--- src/sv/lbs_div_pipe.sv ---
// Pipelined restoring divider, one quotient bit per stage.
// No dependencies; quotient must fit in Q_W bits.
`timescale 1ns / 1ps

module lbs_div_pipe #(
    parameter int NUM_W = 31,
    parameter int DEN_W = 14,
    parameter int Q_W   = 17
) (
    input  logic             clk,
    input  logic [NUM_W-1:0] num,
    input  logic [DEN_W-1:0] den,
    output logic [Q_W-1:0]   quo
);

    localparam int CW = (NUM_W > DEN_W + Q_W - 1) ? NUM_W : DEN_W + Q_W - 1;

    logic [NUM_W-1:0] rem_reg [Q_W-1];
    logic [DEN_W-1:0] den_reg [Q_W-1];
    logic [Q_W-1:0]   quo_reg [Q_W];

    for (genvar j = 0; j < Q_W; j++)
    begin : g_stage
        logic [NUM_W-1:0] rem_in;
        logic [DEN_W-1:0] den_in;
        logic [Q_W-1:0]   quo_in;
        logic [CW-1:0]    trial;
        logic             fits;

        if (j == 0)
        begin : g_first
            assign rem_in = num;
            assign den_in = den;
            assign quo_in = '0;
        end
        else
        begin : g_rest
            assign rem_in = rem_reg[j-1];
            assign den_in = den_reg[j-1];
            assign quo_in = quo_reg[j-1];
        end

        // compare against divisor shifted to this bit
        assign trial = CW'(den_in) << (Q_W - 1 - j);
        assign fits  = (CW'(rem_in) >= trial);

        always_ff @(posedge clk)
        begin
            quo_reg[j] <= fits ? (quo_in | (Q_W'(1) << (Q_W - 1 - j))) : quo_in;
        end

        if (j < Q_W - 1)
        begin : g_carry
            always_ff @(posedge clk)
            begin
                rem_reg[j] <= fits ? NUM_W'(CW'(rem_in) - trial) : rem_in;
                den_reg[j] <= den_in;
            end
        end
    end

    assign quo = quo_reg[Q_W-1];

endmodule

--- config.mk ---
export PLATFORM = sky130hd
export DESIGN_NAME = lbs_div_pipe
export DESIGN_NICKNAME = d
export VERILOG_FILES = /design/src/sv/lbs_div_pipe.sv
export SDC_FILE = /design/constraint.sdc
export NUM_CORES = 1
export LEC_CHECK = 0
export BUFFER_PORTS_ARGS = -buffer_cell sky130_fd_sc_hd__buf_2
export CORE_ASPECT_RATIO = 0.75
export CORE_MARGIN = 1.5
export CORE_UTILIZATION = 62
export CTS_CLUSTER_DIAMETER = 60
export DETAILED_ROUTE_END_ITERATION = 7
export HOLD_SLACK_MARGIN = 0.08
export PLACE_DENSITY = 0.83
export SYNTH_ARGS = -nofsm -noshare
export SYNTH_HDL_FRONTEND = slang
export SYNTH_SLANG_ARGS = --single-unit
--- constraint.sdc ---
create_clock -name clk -period 3.8 [get_ports clk]
set_clock_uncertainty 0.15 [all_clocks]
set_input_delay 0.57 -clock clk [delete_from_list [all_inputs] [get_ports clk]]
set_output_delay 0.57 -clock clk [all_outputs]
set_load 0.05 [all_outputs]
; ---- Yosys cells after proc, flatten, opt, wreduce, memory -nomap -nowiden
; Memory sizes are Yosys's and may differ from the RTL's.
; Cells that the tools add are included.
[totals]
input_bits = 46
out_inout_bits = 17
mem_count = 3
elab_cells = 69
ramBits = 1009
regBits = 0
[mem_list]
columns = memory, depth, width, rd, rd_clocked_by_memory_dff, write_ports, line_no
row1 = rem_reg, 16, 31, 16, 0, 16, 18  ; logic [NUM_W-1:0] rem_reg [Q_W-1];
row2 = quo_reg, 17, 17, 17, 0, 17, 20  ; logic [Q_W-1:0] quo_reg [Q_W];
row3 = den_reg, 16, 14, 16, 0, 16, 19  ; logic [DEN_W-1:0] den_reg [Q_W-1];
[classes]
addsub = 16
n_lt_le_gt_ge = 17
n_mux = 33
[op_table]
columns = cell, n
row1 = 2-to-1 mux 31 bit, 16
row2 = greater-or-equal comparator 31 x 14 -> 1 bit, 1
row3 = greater-or-equal comparator 31 x 15 -> 1 bit, 1
row4 = greater-or-equal comparator 31 x 16 -> 1 bit, 1
row5 = greater-or-equal comparator 31 x 17 -> 1 bit, 1
row6 = greater-or-equal comparator 31 x 18 -> 1 bit, 1
row7 = greater-or-equal comparator 31 x 19 -> 1 bit, 1
row8 = greater-or-equal comparator 31 x 20 -> 1 bit, 1
row9 = greater-or-equal comparator 31 x 21 -> 1 bit, 1
row10 = greater-or-equal comparator 31 x 22 -> 1 bit, 1
row11 = greater-or-equal comparator 31 x 23 -> 1 bit, 1
row12 = greater-or-equal comparator 31 x 24 -> 1 bit, 1
row13 = greater-or-equal comparator 31 x 25 -> 1 bit, 1
row14 = greater-or-equal comparator 31 x 26 -> 1 bit, 1
row15 = greater-or-equal comparator 31 x 27 -> 1 bit, 1
row16 = greater-or-equal comparator 31 x 28 -> 1 bit, 1
row17 = greater-or-equal comparator 31 x 29 -> 1 bit, 1
row18 = greater-or-equal comparator 31 x 30 -> 1 bit, 1
row19 = subtractor 31 x 15 -> 31 bit, 1
row20 = subtractor 31 x 16 -> 31 bit, 1
row21 = subtractor 31 x 17 -> 31 bit, 1
row22 = subtractor 31 x 18 -> 31 bit, 1
row23 = subtractor 31 x 19 -> 31 bit, 1
row24 = subtractor 31 x 20 -> 31 bit, 1
row25 = other kinds (27), 27

; ---- Longest topological paths before layout
; Gate-level depths: netlist of the first run.
; An unclocked memory read counts as a cell.
[depth]
ltp_word = 3
depth_mapped = 14
ltp_nobuf = 12

; ---- Worst setup path after synthesis of the first run
; Ideal clock, no wire load.
[synth_path]
path_kind = flip-flop to flip-flop
start = memory rem_reg[0][15]
end = memory rem_reg[1][26], in the netlist rem_reg[0][57]
period_less_slack_ns = 3.401
t_arrival_ns = 3.130
t_required_ns = 3.529
n_path_buf = 0
slack_ns = 0.399
stages_incl_launch_ff = 13
setup_time_ns = 0.121
cell_sequence = dfxtp_1 inv_1 ha_1 inv_1 fa_1 a21o_1 a211oi_1 nor2_1 a21oi_1 o21bai_1 a2111oi_0 inv_1 mux2_2
[synth_rtl]
columns = item, line_no
row1 = from (decl), 18

==> impl_metrics.env, run 1 <==
export IMPL_run_status="complete, no violations"
export IMPL_grt_pass1_vias=24500
export IMPL_critPathKind="reg -> reg"
export IMPL_slew_viol_final=0
export IMPL_period_minus_slack_ps=3750
export IMPL_area_growth_pct=13.5
export IMPL_start_util=0.632
export IMPL_synth_edf_count=0
export IMPL_cts_sinks=873
export IMPL_drtIter0Drc=2682
export IMPL_synth_top_area_cell="dfxtp_1"
export IMPL_multi_input_area_sq_um=15800
export IMPL_finalSetupTns_ps=0
export IMPL_tightest_slew_ps=841
export IMPL_relSlewSlack=0.432
export IMPL_final_cells=4441
export IMPL_postCtsSetupRepairBufs=0
export IMPL_drc=0
export IMPL_antenna_found_initial=1
export IMPL_ys_top_cells_by_count="dfxtp_1 (873), inv_1 (313), ha_1 (238)"
export IMPL_setup_viol=0
export IMPL_dpl_cell_count=4255
export IMPL_top_layer="met4"
export IMPL_rows=74
export IMPL_dr_wl_met3_um=8160
export IMPL_syn_inst=3493
export IMPL_num_nets_final=3958
export IMPL_clockBufferDepth=3
export IMPL_finalCritPeriodShare=0.987
export IMPL_synth_seq_cells=873
export IMPL_wl_um=81200
export IMPL_maxCapViolations=0
export IMPL_core_sq_um=54800
export IMPL_critPathArrivalTime_ps=4130
export IMPL_p_per_area_nw_per_um2=879
export IMPL_clk_latency_ps=680
export IMPL_netlist_area_sq_um=34700
export IMPL_finalHoldViolCount=0
export IMPL_synth_nets=3793
export IMPL_synth_warning_count=0
export IMPL_die_y_um=208
export IMPL_crit_required_ps=4180
export IMPL_whs_ps=156
export IMPL_fillers=3710
export IMPL_ant_nets=0
export IMPL_clockRootBuffer="clkbuf_16"
export IMPL_avgSynthCellArea_sq_um=9.92
export IMPL_dieArea_sq_um=57300
export IMPL_cts_buffers=78
export IMPL_grt_overflow_total=0
export IMPL_cts_max_level=3
export IMPL_power_leakage_nw=17.2
export IMPL_yosysMostFrequentCell="dfxtp_1"
export IMPL_whs_path_depth=0
export IMPL_end_kind="flop"
export IMPL_insertedDiodeCount=0
export IMPL_port_buffers=62
export IMPL_hold_class="reg -> reg"
export IMPL_r2r_cells=11
export IMPL_netlist_area_leader_share=0.504
export IMPL_vias=25700
export IMPL_largest_reg_flops=496
export IMPL_regArea_sq_um=17500
export IMPL_chipWidth_um=276
export IMPL_viasPerCell=5.80
export IMPL_pin_count=63
export IMPL_grt_pass1_wl_um=131000
export IMPL_cts_tree="yes"
export IMPL_grt_max_degree=31
export IMPL_max_clock_freq_mhz=267
export IMPL_grtUsageTotal=0.282
export IMPL_yosysUniqueCellTypes=78
export IMPL_worst_path_max_fanout=25
export IMPL_gp_congestion=0.945
export IMPL_drive_gt1_frac=0.0887
export IMPL_clk_pin_slew_ps=70
export IMPL_synth_seq_area_share=0.504
export IMPL_start_kind="flop"
export IMPL_dpl_hpwl_um=57500
export IMPL_wl_met2_um=32900
export IMPL_wl_per_cell_um=18.3
export IMPL_synth_top_flop_cell="dfxtp_1"
export IMPL_first_pass_iters=6
export IMPL_wl_met1_um=38800
export IMPL_synthArstFlopShare=0
export IMPL_irDropWorstVdd_v=0.000412
export IMPL_rsz0062_at_grt="no"
export IMPL_synth_area_top_cells="dfxtp_1 (50%), ha_1 (8.6%), xnor2_1 (3.8%), inv_1 (3.4%), xor2_1 (3.1%)"
-- worst paths after layout --
path | from | slack, ps | to
max reg2reg | den_reg[0][1] | 50 | rem_reg[0][57]
max | den_reg[0][1] | 50 | rem_reg[0][57]
min reg2reg | den_reg[0][49] | 160 | den_reg[1][7]
min | den_reg[0][49] | 160 | den_reg[1][7]
-- stage by stage --
step	total power [mW]	util	setup slack [ps]	cell area (sq um)
6_report	34.6	0.718	51.1	39300
5_1_grt	36.6	0.718	15.1	39300
4_1_cts	34.3	0.717	88.2	39300
3_5_place_dp	25.4	0.657	179	36000
3_3_place_gp	25.1	0.657	242	36000
2_1_floorplan	22.3	-	399	34700
-- final cells by class --
| cell class | instances | area share |
|---|---|---|
| clock inverters | 35 | 0.0169 |
| repair buffers | 141 | 0.0271 |
| flip-flops and latches | 873 | 0.444 |
| inverters | 313 | 0.0299 |
| multi-input cells | 2251 | 0.403 |
| well taps | 722 | 0.0230 |
| clock buffers | 106 | 0.0561 |
-- what timing repair did --
action / CTS / global route
hold endpoints to repair: 45 / 0
hold buffers: 45 / 0
setup endpoints to repair: 0 / 7
resized for setup: 0 / 4
-- worst max-delay path, cell delays in order, from the launching register on --
cell,delay (ps)
dfxtp_1,340
inv_1,70
ha_1,320
nor4b_1,410
nand4_1,200
o41ai_1,730
a21oi_1,170
o21bai_1,420
a2111oi_2,160
buf_12,190
inv_1,100
mux2_2,330
-- routing by layer --
metal / vias up / global-route usage
li1: 12500 / -
met1: 12000 / 0.419
met2: 1075 / 0.402
met3: 125 / 0.0826
met4: 0 / 0.0621
met5: - / 0
-- placed cells by master, fill, tap and decap left out, drive strengths merged, types with 11 or more instances in the layout --
cell         netlist  routed
nor4b             20      20
o31ai             23      23
o21bai            13      13
buf               10      96
xor2             123     123
nor4              60      60
a31oi             17      17
inv              313     317
nand2b            41      41
nor2             201     201
nand4             33      33
ha               238     238
mux2              60      60
o21a              38      38
dlygate4sd3        0      45
or3               37      37
and2              17      17
bufinv             0      12
a21boi            14      14
dfxtp            873     873
nand3             62      62
clkinv             0      16
and3              22      22
o211ai            18      18
a211oi            24      24
a2111oi           11      11
a21oi            211     211
fa                16      16
o2111ai           11      11
o21ai            195     195
nand3b            15      15
or2               19      19
or4               28      28
nand4b            12      12
nor3              85      85
xnor2            152     152
clkbuf            46     106
nor2b             37      37
a21o              67      67
nand2            226     226
-- kinds of logic after synthesis --
| family | synth area share |
|---|---|
| adders and majority gates | 0.0952 |
| and+or+nand+nor | 0.139 |
| DFF | 0.504 |
| buffers and inverters | 0.0401 |
| xor gates and xnor gates | 0.0695 |
| AOI/OAI and AO/OA | 0.130 |
| muxes | 0.0218 |
-- report_power, final --
part / total, mW / switching, mW / internal (mW)
combinational: 12.5 / 6.91 / 5.55
clock: 8.57 / 3.58 / 4.99
sequential: 13.5 / 1.85 / 11.7
total: 34.6 / 12.3 / 22.2
Note: power is estimated with default switching activity, not from simulation.
==> run 2, diff against run 1 <==
--- a/config.mk
+++ b/config.mk
@@ -5,13 +5,14 @@
 export SDC_FILE = /design/constraint.sdc
 export NUM_CORES = 1
 export LEC_CHECK = 0
-export BUFFER_PORTS_ARGS = -buffer_cell sky130_fd_sc_hd__buf_2
+export BUFFER_PORTS_ARGS = -buffer_cell sky130_fd_sc_hd__buf_4
 export CORE_ASPECT_RATIO = 0.75
 export CORE_MARGIN = 1.5
 export CORE_UTILIZATION = 62
 export CTS_CLUSTER_DIAMETER = 60
 export DETAILED_ROUTE_END_ITERATION = 7
 export HOLD_SLACK_MARGIN = 0.08
+export MAX_ROUTING_LAYER = met4
 export PLACE_DENSITY = 0.83
 export SYNTH_ARGS = -nofsm -noshare
 export SYNTH_HDL_FRONTEND = slang
==> impl_metrics.env, run 2 (same netlist as run 1, synthesis figures left out) <==
export IMPL_run_status="complete, no violations"
export IMPL_grt_pass1_vias=24400
export IMPL_viasPerCell=5.80
export IMPL_critPathBufInv=3
export IMPL_setup_slack_ps=83.1
export IMPL_start_kind="flop"
export IMPL_antenna_found_initial=1
export IMPL_max_clock_freq_mhz=269
export IMPL_power_leakage_nw=17.3
export IMPL_slowest_stage="o21ai_0"
export IMPL_grt_overflow_total=0
export IMPL_grt_pass1_wl_um=130000
export IMPL_dr_wl_met3_um=8720
export IMPL_critPathKind="reg -> reg"
export IMPL_crit_family="compound AO/OA/AOI/OAI gates"
export IMPL_stdcell_area_sq_um=39500
export IMPL_final_common_cell="dfxtp_1"
export IMPL_grt_max_degree=31
export IMPL_worst_path_max_fanout=9
export IMPL_finalSetupTns_ps=0
export IMPL_whs_path_depth=3
export IMPL_first_pass_iters=8
export IMPL_p_per_area_nw_per_um2=874
export IMPL_relSlewSlack=0.410
export IMPL_period_minus_slack_ps=3720
export IMPL_wl_met1_um=38600
export IMPL_drc=0
export IMPL_drtIter0Drc=2639
export IMPL_r2r_cells=13
export IMPL_wl_um=81500
export IMPL_layout_common_cells="dfxtp_1 (873), inv_1 (313), ha_1 (238)"
export IMPL_clockBufferDepth=3
export IMPL_gp_congestion=0.949
export IMPL_finalHoldViolCount=0
export IMPL_cts_sinks=873
export IMPL_place_area_sq_um=36100
export IMPL_rows=74
export IMPL_largest_reg_flops=496
export IMPL_finalCritPeriodShare=0.978
export IMPL_p_total_mw=34.5
export IMPL_fillers=3706
export IMPL_top_layer="met4"
export IMPL_slew_viol_final=0
export IMPL_pin_count=63
export IMPL_hold_class="in -> reg"
export IMPL_ant_nets=0
export IMPL_die_y_um=208
export IMPL_end_kind="flop"
export IMPL_num_nets_final=3959
export IMPL_dpl_hpwl_um=57700
export IMPL_path_depth=13
export IMPL_clk_latency_ps=670
export IMPL_vias=25800
export IMPL_wl_met2_um=32500
export IMPL_cp_cell_sequence="inv_1 -> ha_1 -> inv_1 -> fa_1 -> a211oi_2 -> o21ai_0 -> nand3_1 -> a21boi_0 -> o21ai_0 -> o21ba_2 -> nor3_1 -> buf_4 -> xor2_1"
export IMPL_maxCapViolations=0
export IMPL_tightest_slew_ps=877
export IMPL_irDropWorstVdd_v=0.000456
export IMPL_place_worst_setup_slack_ps=164
export IMPL_core_sq_um=54800
export IMPL_clockRootBuffer="clkbuf_16"
export IMPL_clk_pin_slew_ps=70
export IMPL_grtUsageTotal=0.290
export IMPL_drive_gt1_frac=0.0894
export IMPL_setup_viol=0
export IMPL_dieArea_sq_um=57300
export IMPL_port_buffers=62
export IMPL_cts_tree="yes"
export IMPL_start_util=0.632
export IMPL_wl_per_cell_um=18.3
export IMPL_max_stage_delay_ps=470
export IMPL_crit_required_ps=4190
export IMPL_area_growth_pct=13.9
export IMPL_critPathArrivalTime_ps=4110
export IMPL_cts_max_level=3
export IMPL_insertedDiodeCount=0
export IMPL_chipWidth_um=276
export IMPL_postCtsSetupRepairBufs=0
export IMPL_rsz0062_at_grt="no"
export IMPL_cts_buffers=80
## run 2: cell types whose count changed in the layout (fill, tap and decap cells not counted), moves of 2 or more
cell / delta
buf_2: -62
buf_4: +63
bufinv_16: -4
clkbuf_1: +3
clkbuf_16: +2
clkbuf_8: +3
clkinv_4: +2
## run 2: final timing paths
check                  start             end  slack (ps)
max           rem_reg[1][11]  rem_reg[1][59]          80
min                  num[17]  rem_reg[0][17]         130
max reg2reg   rem_reg[1][11]  rem_reg[1][59]          80
min reg2reg  quo_reg[1][127]   quo_reg[2][8]         170
## run 2: report_power, final
group          switching (mW)  internal [mW]
Sequential               1.86           11.7
Combinational            6.89           5.56
Clock                    3.65           4.88
Total                    12.4           22.1
## run 2: what timing repair did
action | 4_1_cts | 5_1_grt
endpoints found under the setup margin | 0 | 8
resized for setup | 0 | 4
hold buffers | 44 | 0
hold endpoints to repair | 44 | 0
## run 2: cell type report
type                            instances  area, sq um  share of cell area
Clock buffer                          114         2310              0.0585
Clock inverter                         33          574              0.0145
Inverter                              313         1170              0.0298
Multi-Input combinational cell       2251        15800               0.401
Sequential cell                       873        17500               0.443
Tap cell                              722          903              0.0229
Timing Repair Buffer                  140         1200              0.0304
## run 2: routing by layer
metal / vias up / track usage
met4: 0 / 0.0665
met1: 12100 / 0.423
met5: - / -
li1: 12500 / -
met2: 1047 / 0.395
met3: 158 / 0.0823
## run 2: through the flow
stage                     std cells  hold slack, ps   util
after global routing           4446             138  0.720
after global placement         4255             160  0.659
after CTS                      4446            82.2  0.720
final                          4446             127  0.720
after detailed placement       4255             162  0.659
after floorplan                3493             160      -
## run 2: worst reg2reg max path: cells and delay by family (launching register included)
kind / cells / cell delay (ps)
buffers and inverters: 3 / 360
AOI/OAI and AO/OA: 5 / 1420
xor gates and xnor gates: 1 / 240
DFF: 1 / 310
adders and majority gates: 2 / 540
and+or+nand+nor: 2 / 570
